--- config.mk ---
export PLATFORM = sky130hd
export DESIGN_NAME = scale_double_by_power_of_two_top
export DESIGN_NICKNAME = d
export VERILOG_FILES = /design/src/hw/rtl/sdp2_pkg.sv /design/src/hw/rtl/scale_double_by_power_of_two_top.sv
export SDC_FILE = /design/constraint.sdc
export NUM_CORES = 1
export LEC_CHECK = 0
export ABC_AREA = 1
export BUFFER_PORTS_ARGS = -buffer_cell sky130_fd_sc_hd__buf_2
export CORE_MARGIN = 5
export CORE_UTILIZATION = 45
export CTS_CLUSTER_DIAMETER = 80
export DETAILED_ROUTE_END_ITERATION = 12
export GPL_ROUTABILITY_DRIVEN = 0
export PLACE_DENSITY = 0.71
export SLEW_MARGIN = 0
export SYNTH_ARGS = -nofsm -noshare
export SYNTH_HDL_FRONTEND = slang
export SYNTH_SLANG_ARGS = --single-unit
--- constraint.sdc ---
create_clock -name clk -period 23.5 [get_ports clk]
set_input_delay 1.175 -clock clk [delete_from_list [all_inputs] [get_ports clk]]
set_output_delay 1.175 -clock clk [all_outputs]
set_load 0.05 [all_outputs]
--- src/hw/rtl/sdp2_pkg.sv ---
// shared constants and types for the binary64 power-of-two scaler
`timescale 1ns / 1ps
`default_nettype none
package sdp2_pkg;
    localparam int unsigned ExpW  = 11;
    localparam int unsigned FracW = 52;
    localparam int unsigned SigW  = 53;
    // wide signed exponent, never wraps for any 32-bit power
    localparam int unsigned WexpW = 35;
    localparam logic [ExpW-1:0] ExpMax = 11'h7ff;

    // operand class decoded in the first stage
    typedef enum logic [1:0] {
        CLS_NORM = 2'd0,
        CLS_ZERO = 2'd1,
        CLS_PASS = 2'd2
    } cls_t;
endpackage
`default_nettype wire

--- src/hw/rtl/scale_double_by_power_of_two_top.sv ---
// ldexp for binary64 operands as a four-stage pipeline
// throughput: one request per cycle while the output is not stalled; the stages
//   advance together and all hold while a valid result waits with out_ready low
// reset: rst_n clears all valid bits; payload registers are not reset
`timescale 1ns / 1ps
`default_nettype none
module scale_double_by_power_of_two_top (
    input  wire logic        clk,
    input  wire logic        rst_n,
    input  wire logic        in_valid,
    output logic             in_ready,
    input  wire logic [63:0] value_bits,
    input  wire logic signed [31:0] scale_power,
    output logic             out_valid,
    input  wire logic        out_ready,
    output logic [63:0]      result_bits
);
    localparam int unsigned SW = sdp2_pkg::SigW;
    localparam int unsigned EW = sdp2_pkg::WexpW;

    logic adv;
    logic v1_reg, v2_reg, v3_reg, v4_reg;

    // stage 1: classify and count leading zeros of the fraction
    sdp2_pkg::cls_t c1_reg;
    logic [63:0]    b1_reg;
    logic [31:0]    p1_reg;
    logic [5:0]     lz1_reg;
    // stage 2: normalized significand and scaled exponent
    sdp2_pkg::cls_t c2_reg;
    logic [63:0]    b2_reg;
    logic [SW-1:0]  m2_reg;
    logic signed [EW-1:0] e2_reg;
    // stage 3: range decision and right shift
    logic [63:0]    r3_reg;
    logic           fin3_reg;
    logic           s3_reg;
    logic [SW-1:0]  q3_reg;
    logic           rnd3_reg;
    logic           stk3_reg;
    // stage 4: output
    logic [63:0]    r4_reg;

    assign adv       = !v4_reg || out_ready;
    assign in_ready  = adv;
    assign out_valid = v4_reg;
    assign result_bits = r4_reg;

    // leading zero count of the 52-bit fraction, with the hidden bit above it
    logic [5:0] lz_next;
    always_comb
    begin
        lz_next = 6'd52;
        for (int i = 0; i < 52; i++)
        begin
            if (value_bits[i])
            begin
                lz_next = 6'(51 - i);
            end
        end
    end

    sdp2_pkg::cls_t c1_next;
    always_comb
    begin
        if (value_bits[62:0] == 63'd0)
        begin
            c1_next = sdp2_pkg::CLS_ZERO;
        end
        else if (value_bits[62:52] == sdp2_pkg::ExpMax)
        begin
            c1_next = sdp2_pkg::CLS_PASS;
        end
        else
        begin
            c1_next = sdp2_pkg::CLS_NORM;
        end
    end

    // normalize subnormals and add the power
    logic [SW-1:0]        m2_next;
    logic signed [EW-1:0] e2_next;
    always_comb
    begin
        if (b1_reg[62:52] == 11'd0)
        begin
            // subnormal: shift so the top set bit lands at bit 52
            m2_next = {1'b0, b1_reg[51:0]} << (lz1_reg + 6'd1);
            e2_next = -EW'(signed'({1'b0, lz1_reg}));
        end
        else
        begin
            m2_next = {1'b1, b1_reg[51:0]};
            e2_next = EW'(signed'({1'b0, b1_reg[62:52]}));
        end
        e2_next = e2_next + EW'(signed'(p1_reg));
    end

    // range decision and underflow shift
    logic [63:0]   r3_next;
    logic          fin3_next;
    logic [SW-1:0] q3_next;
    logic          rnd3_next;
    logic          stk3_next;
    logic signed [EW-1:0] sh_w;
    logic [5:0]    sh;
    logic [2*SW-1:0] ext;
    always_comb
    begin
        r3_next   = b2_reg;
        fin3_next = 1'b1;
        q3_next   = '0;
        rnd3_next = 1'b0;
        stk3_next = 1'b0;
        sh_w      = EW'(1) - e2_reg;
        sh        = sh_w[5:0];
        ext       = '0;
        unique case (c2_reg)
            sdp2_pkg::CLS_ZERO:
            begin
                r3_next = '0;
            end
            sdp2_pkg::CLS_PASS:
            begin
                r3_next = b2_reg;
            end
            default:
            begin
                if (e2_reg >= EW'(signed'({1'b0, sdp2_pkg::ExpMax})))
                begin
                    r3_next = {b2_reg[63], sdp2_pkg::ExpMax, 52'd0};
                end
                else if (e2_reg >= EW'(1))
                begin
                    r3_next = {b2_reg[63], e2_reg[10:0], m2_reg[51:0]};
                end
                else if (sh_w >= EW'(54))
                begin
                    r3_next = {b2_reg[63], 63'd0};
                end
                else
                begin
                    // shift by 1..53, keep the dropped bits below
                    fin3_next = 1'b0;
                    ext       = {m2_reg, {SW{1'b0}}} >> sh;
                    q3_next   = ext[2*SW-1:SW];
                    rnd3_next = ext[SW-1];
                    stk3_next = |ext[SW-2:0];
                end
            end
        endcase
    end

    // round to nearest even
    logic [63:0]   r4_next;
    logic [SW-1:0] qr;
    always_comb
    begin
        qr = q3_reg + SW'(rnd3_reg && (stk3_reg || q3_reg[0]));
        if (fin3_reg)
        begin
            r4_next = r3_reg;
        end
        else
        begin
            r4_next = {s3_reg, 10'd0, qr};
        end
    end

    // valid bits
    always_ff @(posedge clk or negedge rst_n)
    begin
        if (!rst_n)
        begin
            v1_reg <= 1'b0;
            v2_reg <= 1'b0;
            v3_reg <= 1'b0;
            v4_reg <= 1'b0;
        end
        else if (adv)
        begin
            v1_reg <= in_valid;
            v2_reg <= v1_reg;
            v3_reg <= v2_reg;
            v4_reg <= v3_reg;
        end
    end

    // payload registers
    always_ff @(posedge clk)
    begin
        if (adv)
        begin
            c1_reg   <= c1_next;
            b1_reg   <= value_bits;
            p1_reg   <= scale_power;
            lz1_reg  <= lz_next;
            c2_reg   <= c1_reg;
            b2_reg   <= b1_reg;
            m2_reg   <= m2_next;
            e2_reg   <= e2_next;
            r3_reg   <= r3_next;
            fin3_reg <= fin3_next;
            s3_reg   <= b2_reg[63];
            q3_reg   <= q3_next;
            rnd3_reg <= rnd3_next;
            stk3_reg <= stk3_next;
            r4_reg   <= r4_next;
        end
    end
endmodule
`default_nettype wire

==> metrics.csv, run 1 <==
metric;value;unit
Final Hold Vio Count;0;
Yosys top cell by area;edfxtp_1;
Final Max Slew Viols;0;
worst slew pin tran;1047;ps
Crit-path slowest cell;buf_4;
Synth Instances;2950;
Setup Buffers After CTS;0;
Max Fclk;153.3;MHz
largest net degree at the start of global routing;108;
CTS HTree Levels;2;
final setup vio count;0;
# clock sinks;447;
Starting Density;45.30;%
RSZ-0062 raised after global routing;false;
initial antenna violation count;0;
core outline area;0.05748;sq mm
num rows;88;
post_cts resized;0;
CP dominant cell by count;nand2_1;
Die X;250.5;microns
Vias per Instance;5.453;
outcome;complete, no violations;
NetSw;1.979;mW
Post-Place Cells;3764;
CTS buffer count;47;
Total GRT Usage;21.71;%
cts hold-fix bufs;0;
Avg Cell Area, Syn;8.825;sq um
Sw Share;46.77;%
# IOs;166;
critical path peak fanout;47;
Max clock buf depth;3;
Area Growth Syn to Fin;11.50;%
prevailing post-synth register cell;edfxtp_1;
final instance count without filler cells;3848;
Static Leak;12.33;nW
I/O Buffers;165;
layout cells sized above 1;10.64;%
register-to-register setup slack;16980;ps
sequential share of power;34.4;%
maximum vdd drop;99.64;uV
vias in the first global route;19400;
critical path class;register to register;
syn nets;3094;
crit end category;register;
CP arrival;6850;ps
EDFF count, synth;443;
Clock power frac;17.5;%
Die H;250.5;microns
number of library cell types mapped by synthesis;61;
Overflow after GRT;0;
first-pass GRT wire length;109.0;mm
Area contributors post-synth;edfxtp_1 51%, nand2_1 11%, o21ai_0 7.2%, mux2i_1 4.4%, inv_1 4.2%;
total power;4.231;mW
area post-placement;0.02751;sq mm
CP peak stage delay;430;ps
final wirelength;70.50;mm
Design Area, Final;0.02903;sq mm
Min Hold Slack;389.8;ps
synthesized area;0.02603;sq mm
DR iter-0 viols;2148;
Clock Skew;22.72;ps
internal power;2.252;mW
final antenna diode count;0;
Die ar.;0.06277;sq mm
Slew headroom;30.22;%
Pwr Density;145.8;mW/mm^2
DRT antenna net count;0;
DRC viols;0;
Synth Warn #;0;
final setup TNS;0;ps
Nets;3192;
most common cell after layout, fill and taps aside;nand2_1;
worst min path class;input port to asynchronous set/reset pin;
clock root cell;clkbuf_16;
Max-Cap Viols;0;
Synth async-reset ratio;0.8949;%
Min Clock Period, post-route;6524;ps
Detailed Routing Iterations Pass 1;6;
DP Wirelength;53.47;mm
CTS tree;yes;
WP data required;23820;ps
detail-routed net length per standard cell;18.32;microns
CP Launch Type;register;
Clock Latency Late Sink;590;ps
Seq/Total Area, Yosys;51.48;%
flops & latches, synth;447;
Comb pwr share;48.1;%
crit share post-route;27.76;%
filler cell count;5336;
clk slew on worst S/H paths;60;ps
vias;20990;
Synth top area share;51.10;%
commonest non-fill, non-tap cells in the layout;790 x nand2_1, 443 x edfxtp_1, 375 x o21ai_0, 291 x inv_1, 224 x nor2_1;
cells by family after synthesis:
| family | Yosys count | share of synthesized area [%] |
|---|---|---|
| AO/OA/AOI/OAI | 603 | 13.07 |
| XOR/XNOR | 88 | 2.960 |
| adder cells (fa/ha/maj) | 44 | 2.143 |
| buffers and inverters | 447 | 6.546 |
| flip-flops | 447 | 51.48 |
| multiplexers | 116 | 4.469 |
| AND/OR/NAND/NOR | 1205 | 19.33 |
path summary, 6_finish.rpt:
path	to	depth (start not counted)	start
setup / recovery	e2_reg[34]	39	lz1_reg[0]
hold / removal	out_valid	1	rst_n
setup reg to reg	e2_reg[34]	39	lz1_reg[0]
hold reg to reg	b2_reg[63]	0	b1_reg[63]
max in group asynchronous	v2_reg	1	rst_n
min in group clk	b2_reg[63]	0	b1_reg[63]
critical path, delay by kind of cell, from the launching register on:
kind                       cells  cell delay [ps]
xor gates and xnor gates       1              130
DFF                            1              320
and+or+nand+nor               21             1760
adders and majority gates      2              690
AOI/OAI and AO/OA             10             1710
buffers and inverters          5             1620
per-layer routing:
| metal | GRT usage (%) | part of all wire, % | wire length [microns] |
|---|---|---|---|
| met5 | 0 | 0 | 0 |
| met1 | 31.65 | 44 | 31050 |
| met3 | 3.769 | 8.8 | 6189 |
| met4 | 7.906 | 4.2 | 2941 |
| met2 | 32.73 | 43 | 30330 |
final cells by class:
cell class,count,area (sq um),share of cell area [%]
Inverter,304,1141,3.931
Clock inverter,27,287.8,0.9913
Timing Repair Buffer,192,1028,3.543
Sequential cell,447,13400,46.17
Multi-Input combinational cell,2056,10980,37.81
Clock buffer,57,1235,4.254
Tap cell,765,957.2,3.297
synth_stat cells, drive strengths merged, types with 38 or more instances:
| cell | instances |
|---|---|
| nand2 | 799 |
| nor3 | 38 |
| inv | 300 |
| xor2 | 58 |
| clkbuf | 120 |
| mux2i | 114 |
| ha | 43 |
| a21oi | 75 |
| o21ai | 380 |
| edfxtp | 443 |
| nand3 | 63 |
| nor2 | 230 |
metrics by stage:
stage                     worst slack [ps]  util (%)
after CTS                            17000     50.51
after global routing                 16210     50.51
after global placement               17150     47.86
after detailed placement             17050     47.86
after floorplan                      11110         -
final                                16980     50.51
power groups by stage:
| stage | registers [mW] | clock network [mW] | logic (mW) |
|---|---|---|---|
| after CTS | 1.45 | 0.754 | 1.99 |
| after floorplan | 1.66 | 0 | 1.31 |
| after detailed placement | 1.46 | 0 | 1.98 |
| final | 1.46 | 0.740 | 2.04 |
| after global placement | 1.47 | 0 | 1.97 |
| after global routing | 1.48 | 0.788 | 2.24 |
Note: power is estimated with default switching activity, not from simulation.
==> inputs of run 2 (changes only) <==
- clock period: 23.5 -> 6.8 ns (I/O delays scaled with it)
==> metrics.csv, run 2 (synthesis gave the netlist of run 1 again) <==
metric;value;unit
filler cell count;5163;
area of the multi-input gates;0.01099;sq mm
outcome;complete, no violations;
routing usage on met3;3.561;%
DR iter-0 viols;2319;
most common cell after layout, fill and taps aside;nand2_1;
Design Area, Final;0.03022;sq mm
WP data required;7130;ps
DRT antenna net count;0;
vias;21540;
Slew headroom;16.90;%
reg-to-reg endpoint;e2_reg[33];
CP top delay family;simple AND/OR/NAND/NOR gates;
CP peak stage delay;730;ps
initial antenna violation count;1;
Starting Density;45.30;%
Die ar.;0.06277;sq mm
Vias per Instance;5.449;
final setup vio count;0;
maximum vdd drop;351.1;uV
Max Fclk;170.1;MHz
Max clock buf depth;3;
# clock sinks;447;
Min Clock Period, post-route;5879;ps
register area;0.01340;sq mm
Final Max Slew Viols;0;
CP Launch Type;register;
vias in the first global route;19970;
register-to-register setup slack;920;ps
critical path peak fanout;21;
detail-routed net length per standard cell;18.12;microns
first-pass GRT wire length;111.2;mm
DP Wirelength;53.48;mm
CP dominant cell by count;a21oi_1;
Final Hold Vio Count;0;
worst slew pin tran;1243;ps
Pwr Density;494.3;mW/mm^2
crit share post-route;86.45;%
Detailed Routing Iterations Pass 1;6;
largest net degree at the start of global routing;115;
Crit-path slowest cell;nor2_1;
area post-placement;0.02754;sq mm
Overflow after GRT;0;
CP arrival;6210;ps
CP startpoint;b1_reg[61];
Clock Skew;28.10;ps
clock root cell;clkbuf_16;
Static Leak;12.82;nW
Clock Latency Late Sink;600;ps
num rows;88;
Die H;250.5;microns
crit end category;register;
CTS buffer count;48;
final setup TNS;0;ps
M1 GR Usage;32.23;%
CP Buf/Inv Count;3;
Max-Cap Viols;0;
core outline area;0.05748;sq mm
final wirelength;71.62;mm
I/O Buffers;165;
commonest non-fill, non-tap cells in the layout;790 x nand2_1, 443 x edfxtp_1, 375 x o21ai_0, 291 x inv_1, 224 x nor2_1;
CTS HTree Levels;2;
met2 Use GR;33.42;%
worst r2r src;b1_reg[61];
worst min path class;input port to asynchronous set/reset pin;
CTS tree;yes;
DRC viols;0;
Setup Buffers After CTS;0;
cts hold-fix bufs;98;
clk slew on worst S/H paths;60;ps
Worst Reg2Reg Path Length in Cells;27;
Total GRT Usage;22.13;%
# IOs;166;
RSZ-0062 raised after global routing;false;
critical path class;register to register;
layout cells sized above 1;10.54;%
Die X;250.5;microns
post_cts resized;0;
GR peak layer;met2;
Area Growth Syn to Fin;16.07;%
Nets;3292;
run 2: cell count changes in the layout (fill, tap and decap cells not counted), moves of 3 or more:
cell / before / now
clkinv_2: 11 / 7
clkinvlp_4: 1 / 4
bufinv_16: 5 / 9
clkbuf_1: 9 / 5
dlygate4sd3_1: 0 / 98
run 2: through the flow:
step | utilization, % | instances | worst slack, ps | power [mW] | hold WS [ps]
finish | 52.58 | 3953 | 921.3 | 14.94 | 93.95
global route | 52.58 | 3953 | 319.2 | 15.87 | 70.47
CTS | 52.57 | 3952 | 1040 | 14.80 | 61.67
detailed placement | 47.91 | 3765 | 1065 | 11.95 | 149.0
global placement | 47.91 | 3765 | 1295 | 11.91 | 146.4
floorplan | - | 2950 | 1274 | 10.01 | 44.41
run 2: layout make-up:
class,count,share of cell area [%]
Inverter,304,3.776
Clock inverter,36,1.586
Tap cell,765,3.168
Timing Repair Buffer,291,6.716
Multi-Input combinational cell,2056,36.35
Clock buffer,53,4.037
Sequential cell,447,44.35
Antenna cell,1,0.008281
run 2: routing by layer:
layer / wire length [microns] / share of wire, %
met5: 0 / 0
met4: 2949 / 4.1
met3: 6223 / 8.7
met2: 31260 / 44
met1: 31180 / 44
run 2: worst max-delay path by stage:
stage                      end  slack (ps)  depth (start not counted)
floorplan           e2_reg[34]        1270                         39
global placement    e2_reg[33]        1300                         27
detailed placement  r3_reg[40]        1070                         22
CTS                 r3_reg[40]        1040                         22
global route        e2_reg[34]         320                         38
finish              e2_reg[33]         920                         27
run 2: power breakdown:
part | internal, mW | leakage [nW] | switching [mW] | total (mW)
clock | 1.66 | 0.819 | 1.13 | 2.79
sequential | 4.33 | 4.64 | 0.701 | 5.03
combinational | 2.01 | 7.36 | 5.10 | 7.11
total | 8.00 | 12.8 | 6.94 | 14.9
